$ cat src/rtl/ppp_pkg.sv
// Shared constants and types for the pinhole point projection block.
// No dependencies; imported by every module of the block.
package ppp_pkg;

  localparam int NUM_REGS  = 6;
  localparam int REG_W     = 64;
  localparam int IDX_W     = 3;
  localparam int COEF_W    = 32;
  localparam int FRAC_W    = 16;
  localparam int OUT_W     = 32;
  localparam int QBITS     = 33;   // quotient bits 32..0, bit 32 flags overflow
  localparam int DEF_COORD_WIDTH = 32;
  // product, row sum, magnitude, divider cells, output
  localparam int LATENCY   = 3 + QBITS + 1;

  localparam logic [IDX_W-1:0] REG_ROW0_01 = 3'd0;
  localparam logic [IDX_W-1:0] REG_ROW0_23 = 3'd1;
  localparam logic [IDX_W-1:0] REG_ROW1_01 = 3'd2;
  localparam logic [IDX_W-1:0] REG_ROW1_23 = 3'd3;
  localparam logic [IDX_W-1:0] REG_ROW2_01 = 3'd4;
  localparam logic [IDX_W-1:0] REG_ROW2_23 = 3'd5;

  typedef struct packed {
    logic valid;
    logic neg_x;
    logic neg_y;
    logic zero;
  } ctl_t;

endpackage

$ cat src/rtl/ppp_div_cell.sv
// One restoring-division cell: settles one quotient bit for both image axes.
// Depends on ppp_pkg.
module ppp_div_cell #(
  parameter int COORD_WIDTH = ppp_pkg::DEF_COORD_WIDTH,
  parameter int SHIFT       = 0
) (
  input  logic                           clk,
  input  logic                           rst,
  input  ppp_pkg::ctl_t                  in_ctl,
  input  logic [ppp_pkg::OUT_W-1:0]      in_dw,
  input  logic [COORD_WIDTH+33:0]        in_d,
  input  logic [COORD_WIDTH+49:0]        in_rx,
  input  logic [COORD_WIDTH+49:0]        in_ry,
  input  logic [ppp_pkg::QBITS-1:0]      in_qx,
  input  logic [ppp_pkg::QBITS-1:0]      in_qy,
  output ppp_pkg::ctl_t                  out_ctl,
  output logic [ppp_pkg::OUT_W-1:0]      out_dw,
  output logic [COORD_WIDTH+33:0]        out_d,
  output logic [COORD_WIDTH+49:0]        out_rx,
  output logic [COORD_WIDTH+49:0]        out_ry,
  output logic [ppp_pkg::QBITS-1:0]      out_qx,
  output logic [ppp_pkg::QBITS-1:0]      out_qy
);
  import ppp_pkg::*;

  localparam int NW = COORD_WIDTH + 50;
  localparam int RW = NW + QBITS;

  logic [RW-1:0] dsh, rxe, rye;
  logic          ge_x, ge_y;

  always_comb begin
    dsh  = RW'(in_d) << SHIFT;
    rxe  = RW'(in_rx);
    rye  = RW'(in_ry);
    ge_x = rxe >= dsh;
    ge_y = rye >= dsh;
  end

  always_ff @(posedge clk) begin
    if (rst) begin
      out_ctl <= '0;
    end else begin
      out_ctl <= in_ctl;
    end
  end

  always_ff @(posedge clk) begin
    out_dw <= in_dw;
    out_d  <= in_d;
    out_rx <= ge_x ? NW'(rxe - dsh) : in_rx;
    out_ry <= ge_y ? NW'(rye - dsh) : in_ry;
    out_qx <= in_qx | (QBITS'(ge_x) << SHIFT);
    out_qy <= in_qy | (QBITS'(ge_y) << SHIFT);
  end

endmodule

$ cat config.mk
export PLATFORM = sky130hd
export DESIGN_NAME = ppp_div_cell
export DESIGN_NICKNAME = d
export VERILOG_FILES = /design/src/rtl/ppp_pkg.sv /design/src/rtl/ppp_div_cell.sv
export SDC_FILE = /design/constraint.sdc
export NUM_CORES = 1
export LEC_CHECK = 0
export BUFFER_PORTS_ARGS = -buffer_cell sky130_fd_sc_hd__buf_2
export CELL_PAD_IN_SITES_DETAIL_PLACEMENT = 0
export CELL_PAD_IN_SITES_GLOBAL_PLACEMENT = 1
export CORE_AREA = 2 2 258 260
export DETAILED_ROUTE_END_ITERATION = 8
export DIE_AREA = 0 0 260 262
export GPL_TIMING_DRIVEN = 0
export PLACE_DENSITY_LB_ADDON = 0.05
export SLEW_MARGIN = 5
export SYNTH_ARGS = -nofsm -noshare
export SYNTH_HDL_FRONTEND = slang
export SYNTH_SLANG_ARGS = --single-unit
$ cat constraint.sdc
create_clock -name clk -period 9.3 [get_ports clk]
set_input_delay 0 -clock clk [delete_from_list [all_inputs] [get_ports clk]]
set_output_delay 0 -clock clk [all_outputs]
set_load 0.02 [all_outputs]
* Word level (Yosys, flattened, before mapping)
Cells that the tools add are included.
** Cells by class
- $add $sub $neg :: 2
- Multiply operators :: 0
- Divide/modulo/power cells :: 0
- Magnitude comparators :: 2
- Eq/ne operators :: 0
- Shift operators :: 0
- Muxes and demuxes :: 2
- Bitwise logic cells :: 2
- Reductions and logical operators :: 0
** Operators by type and width (number)
- $ge A82 B66 Y1 :: 2
- $mux W82 :: 2
- $sub A82 B66 Y82 :: 2
- $or A33 B1 Y33 :: 2
** Storage, ports and cells
- Register bits :: 332
- Latch bits :: 0
- Memory bits (writable) :: 0
- Memory bits (read-only) :: 0
- Bits of input ports :: 334
- Output and inout bits :: 332
- Word-level logic and storage cells :: 18
- Memories :: 0

* Logic depth before layout (Yosys ltp)
- Word-level depth :: 2
- Mapped depth :: 15
- Depth with buffers taken out :: 13

* Least setup slack after synthesis
Ideal clock, no wire load.
- Path type :: input-to-reg
- From :: input in_ry[0]
- To :: register out_ry[73]
- Setup time :: 123 ps
- Arrival time :: 2878 ps
- Required time :: 9177 ps
- Path slack :: 6299 ps
- Stages on the path :: 13
- Buffers on the path :: 0
- Cells stage by stage :: inv_1 -> ha_1 -> fa_1 -> nor2b_1 -> o211ai_1 -> a21o_1 -> a2111oi_2 -> a211oi_1 -> o211a_1 -> o21ai_4 -> or3b_1 -> o41ai_1 -> nand2_1
** Between the ends
- Longest elaborated chain between the ends :: 2
- Elaborated cells between the ends (all ways) :: 3
- Classes of those cells :: add/sub: 1; order compare: 1; mux: 1
** Ends and longest elaborated chain
- from (decl) :: line ppp_div_cell.sv:13 : input logic [COORD_WIDTH+49:0] in_ry,
- $sub A82 B66 Y82 or $ge A82 B66 Y1 (tied branches) :: line ppp_div_cell.sv:52, ppp_div_cell.sv:37
- $mux W82 (*) :: line ppp_div_cell.sv:52 : out_ry <= ge_y ? NW'(rye - dsh) : in_ry;
- to (signal assigned) :: line ppp_div_cell.sv:52
- to (decl) :: line ppp_div_cell.sv:20 : output logic [COORD_WIDTH+49:0] out_ry,
Every way passes the cells marked *; elsewhere a longest branch is shown, timed or not.
A chain may end at the register's enable or synchronous reset.

* Final worst setup path
- From :: input in_d[7]
- To :: register out_rx[75]
** Between the ends
- Longest elaborated chain between the ends :: 2
- Elaborated cells between the ends (all ways) :: 3
- Classes of those cells :: add/sub: 1; order compare: 1; mux: 1
** Ends and longest elaborated chain
- from (decl) :: line ppp_div_cell.sv:11 : input logic [COORD_WIDTH+33:0] in_d,
- $sub A82 B66 Y82 or $ge A82 B66 Y1 (tied branches) :: line ppp_div_cell.sv:51, ppp_div_cell.sv:36
- $mux W82 (*) :: line ppp_div_cell.sv:51 : out_rx <= ge_x ? NW'(rxe - dsh) : in_rx;
- to (signal assigned) :: line ppp_div_cell.sv:51
- to (decl) :: line ppp_div_cell.sv:19 : output logic [COORD_WIDTH+49:0] out_rx,
Marked as above.

==> flow_summary.yaml <==
logic_synthesis:
  yosys-top-cells-area: "sky130_fd_sc_hd__dfxtp_1 (39%), sky130_fd_sc_hd__ha_1 (9.6%), sky130_fd_sc_hd__a21oi_1 (6.9%)"
  synthesis.nets: 2517
  top_cell_type_by_total_area_after_synthesis: "sky130_fd_sc_hd__dfxtp_1"
  synthesis.yosys.warnings: 0
  synth_enable_flop_cells: 0
  synth.yosys.seq_area_share: 0.386
  yosys.area_share.xor_xnor: 0.0794
  top_count_cell_post_synth: "sky130_fd_sc_hd__dfxtp_1"
  post_synth_and_or_nand_nor_area_fraction: 0.170
  synth_cells: 2049
  area_share_of_fa_ha_maj_cells_after_synthesis: 0.0983
  synthesis.area_per_instance_sq_um: 8.40
  mux_cell_area_share_after_synthesis: 0.00909
  yosys_most_used_dff: "sky130_fd_sc_hd__dfxtp_1"
  synth-compound-area-share: 0.216
  postSynth.asyncResetShare: 0
  synth_common_cells: "sky130_fd_sc_hd__dfxtp_1 (332), sky130_fd_sc_hd__a21oi_1 (236), sky130_fd_sc_hd__nand2_1 (206)"
  area_fraction_of_the_dominant_cell_type_after_synthesis: 0.386
  ys_seq_elements: 332
  number_of_unique_standard_cell_types_used_by_synthesis: 70
  synthesis.area_sq_um: 17200
  combinational_family_with_the_most_area_after_synthesis: "compound AO/OA/AOI/OAI gates"
worst_setup_path:
  timing.critical_path.slowest_cell_delay_ns: 1.01
  critPathCaptureType: "flip-flop"
  cp_cell_sequence: "dlygate4sd3_1, buf_2, inv_1, ha_1, a211o_1, a21oi_1, nand4b_1, nand4_1, nand3_1, a2111oi_0, o31ai_2, nor2_2, buf_2, nor4_1, xor2_1, dlygate4sd3_1"
  setup.worst_path.class: "primary input to flip-flop"
  worst-path-buf-inv: 5
  critical_path_fanout_max: 10
  timing.critical_path.required_ns: 9.75
  critPathTopFamily: "compound AO/OA/AOI/OAI gates"
  startpoint_type: "primary input"
  cpMaxStageDelayCell: "sky130_fd_sc_hd__a2111oi_0"
  critical_path_arrival_ns: 5.83
power_and_ir_drop:
  cellPowerDensity_nw_per_um2: 179
  peak_supply_drop_uv: 111
  power_report.internal_total_uw: 3150
  power.switching_fraction: 0.337
  pwr-share-clk: 0.347
  sequential_share_of_power: 0.348
  p_sw_uw: 1610
  leakagePower_uw: 0.0120
  combPwrFrac: 0.306
timing:
  timing.fmax_mhz: 186
  rsz0062_at_grt: "false"
  timing_worst_slew_pin_value_ns: 1.04
  fin_crit_ns: 5.39
  timing.final.setup_violations: 0
  final_hold_viol_count: 0
  timing.final.max_slew_violations: 0
  min_period_over_period: 0.579
  setup-tns-final_ns: 0
  max_slew_margin: 0.290
clock_tree:
  htree_levels: 2
  cts-root-to-sink-buffers: 3
  clockRootBuffer: "sky130_fd_sc_hd__clkbuf_16"
  clk_pin_slew_ns: 0.06
  postCtsSetupRepairBufs: 0
  cts_tree: "done"
  tritoncts_buffers: 40
  cts.sink_count: 332
die:
  start_util: 0.264
  ioPinCount: 666
  placeable_core_region_sq_um: 65300
  fp-row-count: 94
  die_area_sq_um: 68100
  die-height_um: 262
  floorplan.die.width_um: 260
job:
  maxCapViolCount: 0
grt:
  grt_first_pass_wirelength_mm: 120
  overflow: 0
  maximum_number_of_pins_on_one_net_before_global_route_repair: 14
  grt_util_all_layers: 0.236
  grt_pass1_vias: 19800
  number_of_antenna_violations_at_the_first_check_in_global_routing: 7
place:
  place_hpwl_mm: 70.1
  placement.io_buffers: 664
  final_estimated_routing_congestion_in_global_placement: 0.876
hold_path:
  hold_start: "in_qx[10]"
  min_delay_worst_endpoint: "out_qx[10]"
  min_delay_path_depth: 2
  worst_hold_path_type: "primary input to flip-flop"
finish:
  post_route_cells_drive_above_1_share: 0.244
  total_nets_final: 3581
  area_growth_syn_to_layout_pct: 54.5
  layout.core_utilization: 0.407
drt:
  drc_violation_count_after_routing: 0
  route.vias.total: 19200
  viasPerCell: 4.79
  dr.pass1.iters: 6
  post_drt_antenna_nets: 0
  routedWlPerCell_um: 21.1
  routed_wl_mm: 84.5
  drtIter0Drc: 1017
run_status:
  run_status: "finished clean"
placed cells by master, fill, tap and decap left out, drive strengths merged, types with 15 or more instances in the layout:
cell | synthesis | layout
nor3 | 32 | 32
nor2 | 163 | 163
buf | 14 | 678
xnor2 | 86 | 86
or3 | 17 | 17
o21ai | 161 | 161
dfxtp | 332 | 332
a211oi | 17 | 17
nor4 | 25 | 25
o21a | 28 | 28
o21bai | 27 | 27
inv | 100 | 104
nand4 | 59 | 59
clkbuf | 67 | 118
dlygate4sd3 | 0 | 357
nor2b | 15 | 15
nand3 | 28 | 28
xor2 | 70 | 70
a21oi | 236 | 236
nand2 | 206 | 206
ha | 132 | 132
a21o | 48 | 48
power groups by stage:
stage / registers [uW] / logic (uW) / clock network [uW]
final: 1660 / 1450 / 1650
after global routing: 1670 / 1570 / 1760
after CTS: 1660 / 1460 / 1700
after detailed placement: 1690 / 1330 / 0
after global placement: 1690 / 1330 / 0
after floorplan: 1920 / 555 / 0
final cells by class:
| type | count | area, sq um |
|---|---|---|
| clock inverter | 22 | 263 |
| timing repair buffer | 1022 | 6900 |
| clock buffer | 50 | 1120 |
| inverter | 100 | 375 |
| fill | 6757 | 38700 |
| antenna | 4 | 10.0 |
| buffer | 81 | 319 |
| multi-input combinational | 1536 | 9870 |
| sequential | 332 | 6650 |
| tap | 864 | 1080 |
through the flow:
stage	std cells	hold slack (ns)	setup WS, ns	total power [uW]	instance area (sq um)
global placement	3577	0.104	4.17	3020	21600
global route	4011	0.0571	3.67	5000	26600
detailed placement	3577	0.104	4.08	3010	21600
CTS	4006	0.0370	3.90	4820	26600
floorplan	2049	0.0277	6.30	2470	17200
finish	4011	0.0782	3.91	4760	26600
flip-flops by register name, indices dropped and copies added, names as in the netlist:
signal / flops
out_ctl: 4
out_rx: 82
out_ry: 82
out_d: 66
out_dw: 32
out_qy: 33
out_qx: 33
worst max path at each step:
stage	start	endpoint	slack, ns	depth (start not counted)
floorplan	in_ry[0]	out_ry[73]	6.30	13
global placement	in_d[7]	out_rx[32]	4.17	15
finish	in_d[7]	out_rx[75]	3.91	16
global route	in_d[7]	out_rx[75]	3.67	16
CTS	in_d[7]	out_rx[75]	3.90	16
detailed placement	in_d[7]	out_rx[32]	4.08	15
cells by family after synthesis:
family / after synthesis
xor+xnor: 156
simple gates: 615
mux: 14
buf+inv: 181
fa+ha+maj: 134
compound gates: 617
flops: 332
per-layer routing:
layer | track usage | up-vias | wire length, um
li1 | - | 9414 | -
met1 | 0.285 | 9051 | 35700
met2 | 0.409 | 609 | 40600
met3 | 0.0432 | 122 | 4670
met4 | 0.0980 | 4 | 3510
met5 | 0 | - | 21
repair_timing:
action | CTS | global route
endpoints found under the hold margin | 332 | 0
gates resized for setup | 0 | 0
hold buffers | 357 | 0
Power figures use the tool's default switching activity.
